## config.mk

```make
export PLATFORM = sky130hd
export DESIGN_NAME = bfha_seg_ram
export DESIGN_NICKNAME = d
export VERILOG_FILES = /design/src/hw/rtl/bfha_seg_ram.sv
export SDC_FILE = /design/constraint.sdc
export NUM_CORES = 2
export LEC_CHECK = 0
export BUFFER_PORTS_ARGS = -buffer_cell sky130_fd_sc_hd__buf_2
export CAP_MARGIN = 0
export CORE_MARGIN = 2
export CORE_UTILIZATION = 29
export DETAILED_ROUTE_END_ITERATION = 7
export GPL_TIMING_DRIVEN = 0
export SYNTH_ARGS = -nofsm -noshare
export SYNTH_HDL_FRONTEND = slang
export SYNTH_SLANG_ARGS = --single-unit
export TNS_END_PERCENT = 100
```

## constraint.sdc

```tcl
create_clock -name clk -period 5.73 [get_ports clk]
set_clock_uncertainty 0.05 [all_clocks]
set_input_delay 0.2865 -clock clk [delete_from_list [all_inputs] [get_ports clk]]
set_output_delay 0.2865 -clock clk [all_outputs]
set_load 0.005 [all_outputs]
```

## src/hw/rtl/bfha_seg_ram.sv

```systemverilog
// ----------------------------------------------------------------------------
// Segment record memory
// One write port, one read port, registered read data.
// ----------------------------------------------------------------------------
module bfha_seg_ram #(
    parameter int DEPTH = 64,
    parameter int WIDTH = 64,
    parameter int AW    = 6
) (
    input  logic             clk,
    input  logic             wr_en,
    input  logic [AW-1:0]    wr_addr,
    input  logic [WIDTH-1:0] wr_data,
    input  logic             rd_en,
    input  logic [AW-1:0]    rd_addr,
    output logic [WIDTH-1:0] rd_data
);

    logic [WIDTH-1:0] mem [DEPTH];
    logic [WIDTH-1:0] rd_data_reg;

    always_ff @(posedge clk)
    begin
        if (wr_en)
        begin
            mem[wr_addr] <= wr_data;
        end
    end

    always_ff @(posedge clk)
    begin
        if (rd_en)
        begin
            rd_data_reg <= mem[rd_addr];
        end
    end

    assign rd_data = rd_data_reg;

endmodule

```

==> metrics.txt <==
status finished, violations left; violated checks capacitance limit, slew limit; Netlist cell types 32; Min Clock Period, post-route 4.26 ns; die area 547000 um2; CTS Root Cell clkbuf_16; Overflow after GRT 0; number of iterations in the first detailed-routing pass 6; max_cap viols 2; first-pass GRT wire length 612 mm; hold endpoint mem[53][3]$_DFFE_PP_; Syn. warnings 0; fin nets 7426; Final Hold Vio Count 0; Final Max Tran Viols 10; GRT busiest layer met2; vias in the first global route 76900; Layout area overhead 17.4%; DP HPWL 301 mm; DRT iter0 DRCs 10400; Setup TNS 0 ns; clk sink count 4160; core region area 540000 um2; path type of the worst setup path in2reg; Row Count 270; post-route ant nets 0; post-DR vias/cell 5.11; count leader, synth edfxtp_1; IO Pins 143; Avg Inst Size Synth 23.8 um2; Synth top area share 0.796; share of layout cells above drive strength 1 0.291; drt wl/cell 29.9 um; final setup margin 1.47 ns; FF-to-FF setup slack 2.38 ns; R2R Path End rd_data[38]$_DFFE_PP_; fmax 0.235 GHz; worst hold path type in2reg; post-synth top area cell edfxtp_1; Starting Density 0.291; leakage 0.0562 uW; total net switching power 13700 uW; GRT Total Usage 0.158; cts bufs inserted 396; Clock Path Buffers 4; crit share post-route 0.744; internal power 49300 uW; commonest cells in the netlist edfxtp_1 (4160), mux4_2 (1024), buf_2 (170), a22oi_1 (168), clkbuf_1 (140); critical path arrival 4.74 ns; total chip power 62900 uW; DR DRC count 0; post-synthesis async set-or-reset flop share 0; worst slack at placement 0.515 ns; Reg2Reg Depth 5; Power Density 341 nW/um2; Final Setup Violations 0; met3 Usage GRT 0.0326; part of the power in the clock network 0.410; ys flop type edfxtp_1; DR vias 76100; Largest register FFs 4096; worst rel slew slack -0.00975; Sequential Power Share 0.538; Routed WL 446 mm; routability cong. 0.798; synthesized flop and latch total 4160; layout filler cell count 49700; post-CTS sizing 0; Hold Crit Depth 1; register area share after synthesis 0.796; hold path start wr_data[3]; Cells after Synth 6598; CTS tree done; CP Max Fanout 10; Mapped Area 157000 um2; largest net degree at the start of global routing 65; initial antenna violation count 67; GR met1 Demand/Resource 0.201; Logic pwr share 0.053; met2 global-route usage 0.262; worst hold slack 0.0749 ns; Sw Ratio 0.217; Crit. End Element flip-flop; Tightest Pin Transition 1.51 ns; Skew-Pair Late Insertion Delay 0.96 ns; htree depth 5; die width 740 um; Critical R2R Launch mem[58][38]$_DFFE_PP_; unrepaired setup endpoints after global routing no; top cells by area, synth edfxtp_1 (80%), mux4_2 (15%), mux2i_1 (0.86%), a22oi_1 (0.80%), buf_2 (0.54%); number of flops mapped to enable cells by yosys 4160; clk slew on worst S/H paths 0.06 ns; Setup crit start kind primary input; WP data required 6.21 ns; Max IR drop VDD 0.280 mV; Syn Nets 6677; I/O Buffers 134; Vert. Die Dim 740 um
-- layout by cell type, fill, tap and decap left out, types with 83 or more instances in the layout --
cell / count
edfxtp_1: 4160
mux4_2: 1024
clkbuf_16: 403
buf_2: 297
clkbuf_1: 203
a22oi_1: 168
buf_12: 161
mux2i_1: 135
a22o_1: 88
clkinv_1: 84
o22ai_1: 83
-- kinds of logic (layout without fill, tap and decap cells) --
group | Yosys count | count (layout) | synth area share
flops | 4160 | 4160 | 0.796
mux | 1159 | 1159 | 0.156
compound gates | 504 | 504 | 0.0247
buf+inv | 389 | 1449 | 0.0118
simple gates | 386 | 386 | 0.0123
other cells | 0 | 31 | 0
-- worst max path at each step --
stage / from / endpoint / depth (start not counted)
2_1_floorplan: wr_addr[5] / mem[39][0]$_DFFE_PP_ / 4
3_3_place_gp: wr_addr[2] / mem[5][23]$_DFFE_PP_ / 4
3_5_place_dp: rd_addr[2] / rd_data[7]$_DFFE_PP_ / 9
4_1_cts: rd_addr[2] / rd_data[7]$_DFFE_PP_ / 9
5_1_grt: rd_addr[2] / rd_data[7]$_DFFE_PP_ / 9
6_report: rd_addr[2] / rd_data[7]$_DFFE_PP_ / 9
-- power by group through the flow --
stage | logic (uW) | registers (uW) | clock network [uW]
final | 3310 | 33800 | 25800
after global routing | 3470 | 33800 | 27200
after CTS | 3310 | 33800 | 26100
after detailed placement | 3300 | 34500 | 0
after global placement | 3170 | 34500 | 0
after floorplan | 1570 | 34500 | 0
-- layer usage --
metal / part of all wire / vias to the layer above
li1: - / 30100
met1: 0.38 / 41100
met2: 0.49 / 4066
met3: 0.091 / 797
met4: 0.045 / 26
met5: 0.00037 / -
-- repair_timing --
item / in CTS / in global routing
hold buffers: 3 / 10
endpoints found under the hold margin: 85 / 401
buffers inserted: 0 / 0
-- worst max-delay path, cell delays in order --
cell,delay [ns]
buf_2,0.34
buf_4,0.35
buf_2,0.47
buf_2,0.68
buf_4,0.39
mux2i_1,0.15
o22ai_1,0.56
a31oi_1,0.30
a211oi_1,1.14
-- through the flow --
stage                     cells  area (um2)   util
after floorplan            6598      157000      -
after global placement    13900      167000  0.309
after detailed placement  14100      171000  0.318
after CTS                 14900      184000  0.341
after global routing      14900      184000  0.341
final                     14900      184000  0.341
-- layout make-up --
type / count / area [um2] / area share
diodes: 31 / 77.6 / 0.000421
clock inverters: 238 / 2220 / 0.0121
well taps: 7208 / 9020 / 0.0489
clock buffers: 471 / 10300 / 0.0561
plain buffers: 370 / 1780 / 0.00967
flip-flops and latches: 4160 / 125000 / 0.678
multi-input cells: 2049 / 30700 / 0.167
inverters: 19 / 71.3 / 0.000387
repair buffers: 351 / 5150 / 0.0280
Note: power is estimated with default switching activity, not from simulation.
