===== src/hw/rtl/bfha_slot_pick.sv =====
// ----------------------------------------------------------------------------
// Free slot picker
// Return the lowest slot whose valid bit is clear, or DEPTH when full.
// ----------------------------------------------------------------------------
module bfha_slot_pick #(
    parameter int DEPTH = 64,
    parameter int IW    = 7
) (
    input  logic [DEPTH-1:0] valid,
    output logic [IW-1:0]    slot
);

    always_comb
    begin
        slot = IW'(DEPTH);
        for (int i = DEPTH - 1; i >= 0; i--)
        begin
            if (!valid[i])
            begin
                slot = IW'(i);
            end
        end
    end

endmodule


===== config.mk =====
export PLATFORM = sky130hd
export DESIGN_NAME = bfha_slot_pick
export DESIGN_NICKNAME = d
export VERILOG_FILES = /design/src/hw/rtl/bfha_slot_pick.sv
export SDC_FILE = /design/constraint.sdc
export NUM_CORES = 1
export LEC_CHECK = 0
export ABC_AREA = 1
export ABC_CLOCK_PERIOD_IN_PS = 2700
export BUFFER_PORTS_ARGS = -buffer_cell sky130_fd_sc_hd__buf_2
export CAP_MARGIN = 20
export CORE_UTILIZATION = 35
export DETAILED_ROUTE_END_ITERATION = 6
export GPL_ROUTABILITY_DRIVEN = 0
export MAX_ROUTING_LAYER = met4
export PLACE_DENSITY_LB_ADDON = 0.15
export SETUP_SLACK_MARGIN = 0.4
export SYNTH_ARGS = -nofsm -noshare
export SYNTH_HDL_FRONTEND = slang
export SYNTH_SLANG_ARGS = --single-unit

===== constraint.sdc =====
create_clock -name vclk -period 2.7
set_input_delay 0.135 -clock vclk [all_inputs]
set_output_delay 0.135 -clock vclk [all_outputs]
set_load 0.01 [all_outputs]

==> impl.org <==
** Timing
- Setup total negative slack on the finished layout was measured at -0.450 ns.
- Of the available clock period, the critical path in the final layout requires 1.13.
- In this run the tightest slew margin relative to its limit is 0.782.
- The hold violation total from the final report is 0.
- The max-slew violation count came to 0.
- Number of endpoints failing setup at the final stage :: 2
- Setup repair after global routing could not meet its margin everywhere.
- Fin crit period :: 3.06 ns
- For this run, the top clock speed supported by timing is 327 MHz.
- For the pin with the worst max-slew slack, the measured transition is 0.323 ns.
- Post-route worst setup slack :: -0.361 ns

** Critical path
- Data arrival time at the worst-slack endpoint :: 2.93 ns
- Delay of the slowest cell on the worst path :: 0.13 ns
- STA classifies the critical path startpoint as an input pin.
- For this design, the slowest cell found on the critical path is buf_2.
- Crit path required time :: 2.57 ns
- Max Fanout on Critical Path :: 2
- The setup path with the least slack is of type in -> out.
- Library cell appearing most often on the critical path :: nand2_1
- Endpoint type of the worst setup path :: output port

** Layout
- P&R area growth vs syn :: 74.4%
- FFs & Latches :: 0
- Final-layout clock buffer total :: 0
- Number of antenna repair diodes :: 0
- Measured on the finished design, the core utilization comes to 0.654.
- Register area :: 0 um2
- The net count of the finished layout is 326.
- The finished cells cover 1300 um2.
- The finished layout holds 287 standard cells, fillers aside.
- Of the cells placed in the final design, the portion with a size suffix greater than 1 is 0.346.

** Power and ir drop
- Proportion of power drawn by combinational gates :: 1.000
- Relative contribution of sequential cells to total power :: 0
- IR analysis of the VDD net gives a maximum drop of 0.0867 mV.
- Of the total power, the clock network draws 0.
- For this design the total switching power over the nets is 72.7 uW.
- Of the total power, the share spent switching nets is 0.474.
- Pwr Density :: 118 nW/um2
- Leakage Power :: 0.761 nW
- The internal portion of the total power is 80.8 uW.

** Global routing
- Entering global routing, the biggest net connects 5 pins.
- For this run, global-route usage on met3 was measured as 0.00755.
- Total track usage :: 0.194
- The initial antenna violation count is 0.
- For this run the aggregate overflow at the end of global routing stands at 0.
- The via count of the first global-routing pass came to 991.
- Busiest layer in global routing :: met2
- For met2 alone, demand over resource in global routing was 0.368.
- Met1 Use GR :: 0.240
- Wire length of the first global-routing pass :: 3330 um

** Die
- Floorplan Core Area :: 1980 um2
- In this run the count of I/O pins placed on the die edge is 71.
- DIE WIDTH :: 48.1 um
- The floorplan has 16 rows.
- Area of the die :: 2310 um2
- The initial utilization of the core area, before any placement, comes to 0.375.
- The die is 48.1 um tall.

** Synth
- Of the total synthesized cell area, the portion taken by full adders, half adders and majority gates is 0.
- Cell with the most instances after synthesis :: nand2_1
- Main combinational cell family by area after synthesis :: simple AND/OR/NAND/NOR gates
- The synthesized netlist occupies a cell area of 743 um2.
- Mapped Avg Cell Area :: 4.20 um2
- Measured against the total synthesized area, the mux share comes to 0.
- Of the total synthesized cell area, the portion taken by AND, OR, NAND and NOR gates is 0.763.
- Net count after synthesis :: 241
- In the synthesized netlist, the number of instances is 177.
- Of the synthesized area, sequential elements account for 0.
- Of the total synthesized cell area, the portion taken by XOR and XNOR cells is 0.
- Post-synthesis compound-gate area fraction :: 0.162
- After synthesis, the most frequently instantiated cells are nand2_1 (96), nor2_1 (29), inv_1 (15).
- Ranked by total cell area, the synthesized netlist is headed by nand2_1 (48%), nor2_1 (15%), inv_1 (7.6%), nand3_1 (4.7%), a31oi_1 (4.2%).
- The share of synthesized area in the top cell type comes to 0.485.
- Post-synthesis cell type count :: 15
- Cell type with the highest aggregate area in the netlist :: nand2_1
- The Yosys step of the flow raised 0 warnings.

** Run status
- The flow ran to the end, but the final reports show violations.
- Violated checks :: negative setup slack

** Placed design
- During placement, the flow inserted port buffers numbering 71.
- DP Wirelength :: 1940 um
- Counting tap cells, the placed design contains a total of 284 instances.
- After detailed placement, the total cell area comes to 1200 um2.
- OpenSTA, run right after detailed placement, puts the worst setup slack at -0.385 ns.

** Route
- In this run, the number of DRC markers left after iteration 0 of detailed routing was 20.
- The pre-antenna-repair detailed-routing pass consisted of 4 iterations.
- Detailed-route via count :: 1314
- The routed design has 2210 um of wire.
- In the routed layout, each cell is associated on average with a via count of 4.58.
- For this run, design rule violations remaining after detail routing come to 0.
- Average wire length per cell after detail routing :: 7.68 um
- The count of nets left with antenna violations once routing finished came out at 0.

** Flow run
- Number of maximum-capacitance constraint violations :: 0

** Hold path
- The path class of the tightest hold or removal check is in -> out.
- Depth of the worst hold-timing path :: 3
through the flow:
step | total power [mW] | hold slack (ns)
after global routing | 0.179 | 0.577
after CTS | 0.151 | 0.552
final | 0.153 | 0.550
after detailed placement | 0.139 | 0.551
after global placement | 0.138 | 0.555
after floorplan | 0.0596 | 0.321
cells by family (layout without fill, tap and decap cells):
| group | after synthesis | count (layout) |
|---|---|---|
| buf+inv | 15 | 98 |
| simple gates | 143 | 143 |
| compound gates | 19 | 19 |
critical path: cells and delay by family:
kind	cells	cell delay [ns]
buf+inv	3	0.26
simple gates	53	2.43
compound gates	1	0.10
final timing paths:
check	start	endpoint	slack [ns]
setup / recovery	valid[63]	slot[0]	-0.36
hold / removal	valid[1]	slot[0]	0.55
power groups by stage:
stage	combinational (mW)	sequential [mW]	clock, mW
after global placement	0.138	0	0
final	0.153	0	0
after detailed placement	0.139	0	0
after floorplan	0.0596	0	0
after global routing	0.179	0	0
after CTS	0.151	0	0
layer usage:
layer	vias up	part of all wire
met4	0	0
met2	49	0.48
met1	527	0.46
li1	738	-
met3	0	0.057
met5	-	0
what timing repair did:
action,4_1_cts,5_1_grt
gates resized for setup,16,2
pin swaps,26,26
setup buffers,2,1
endpoints found under the hold margin,0,0
endpoints found under the setup margin,2,2
gates cloned,0,0
hold buffers,0,0
area by class of cell:
cell class / instances / area (um2)
Fill cell: 236 / 686
Multi-Input combinational cell: 162 / 709
Inverter: 15 / 56.3
Tap cell: 27 / 33.8
Timing Repair Buffer: 83 / 497
cell usage in the layout, fill, tap and decap left out:
master / instances
a21boi_0: 2
a21oi_1: 4
a21oi_2: 1
a31oi_1: 5
buf_2: 67
buf_4: 6
buf_6: 9
buf_8: 1
inv_1: 14
inv_2: 1
nand2_1: 95
nand2_2: 1
nand3_1: 3
nand3_2: 4
nand4_1: 5
nor2_1: 29
nor3_1: 5
nor4_1: 1
o2111ai_1: 1
o21ai_0: 3
o21ai_1: 1
o21bai_1: 1
o311ai_0: 1
No activity file was read; power rests on OpenSTA's default activity.
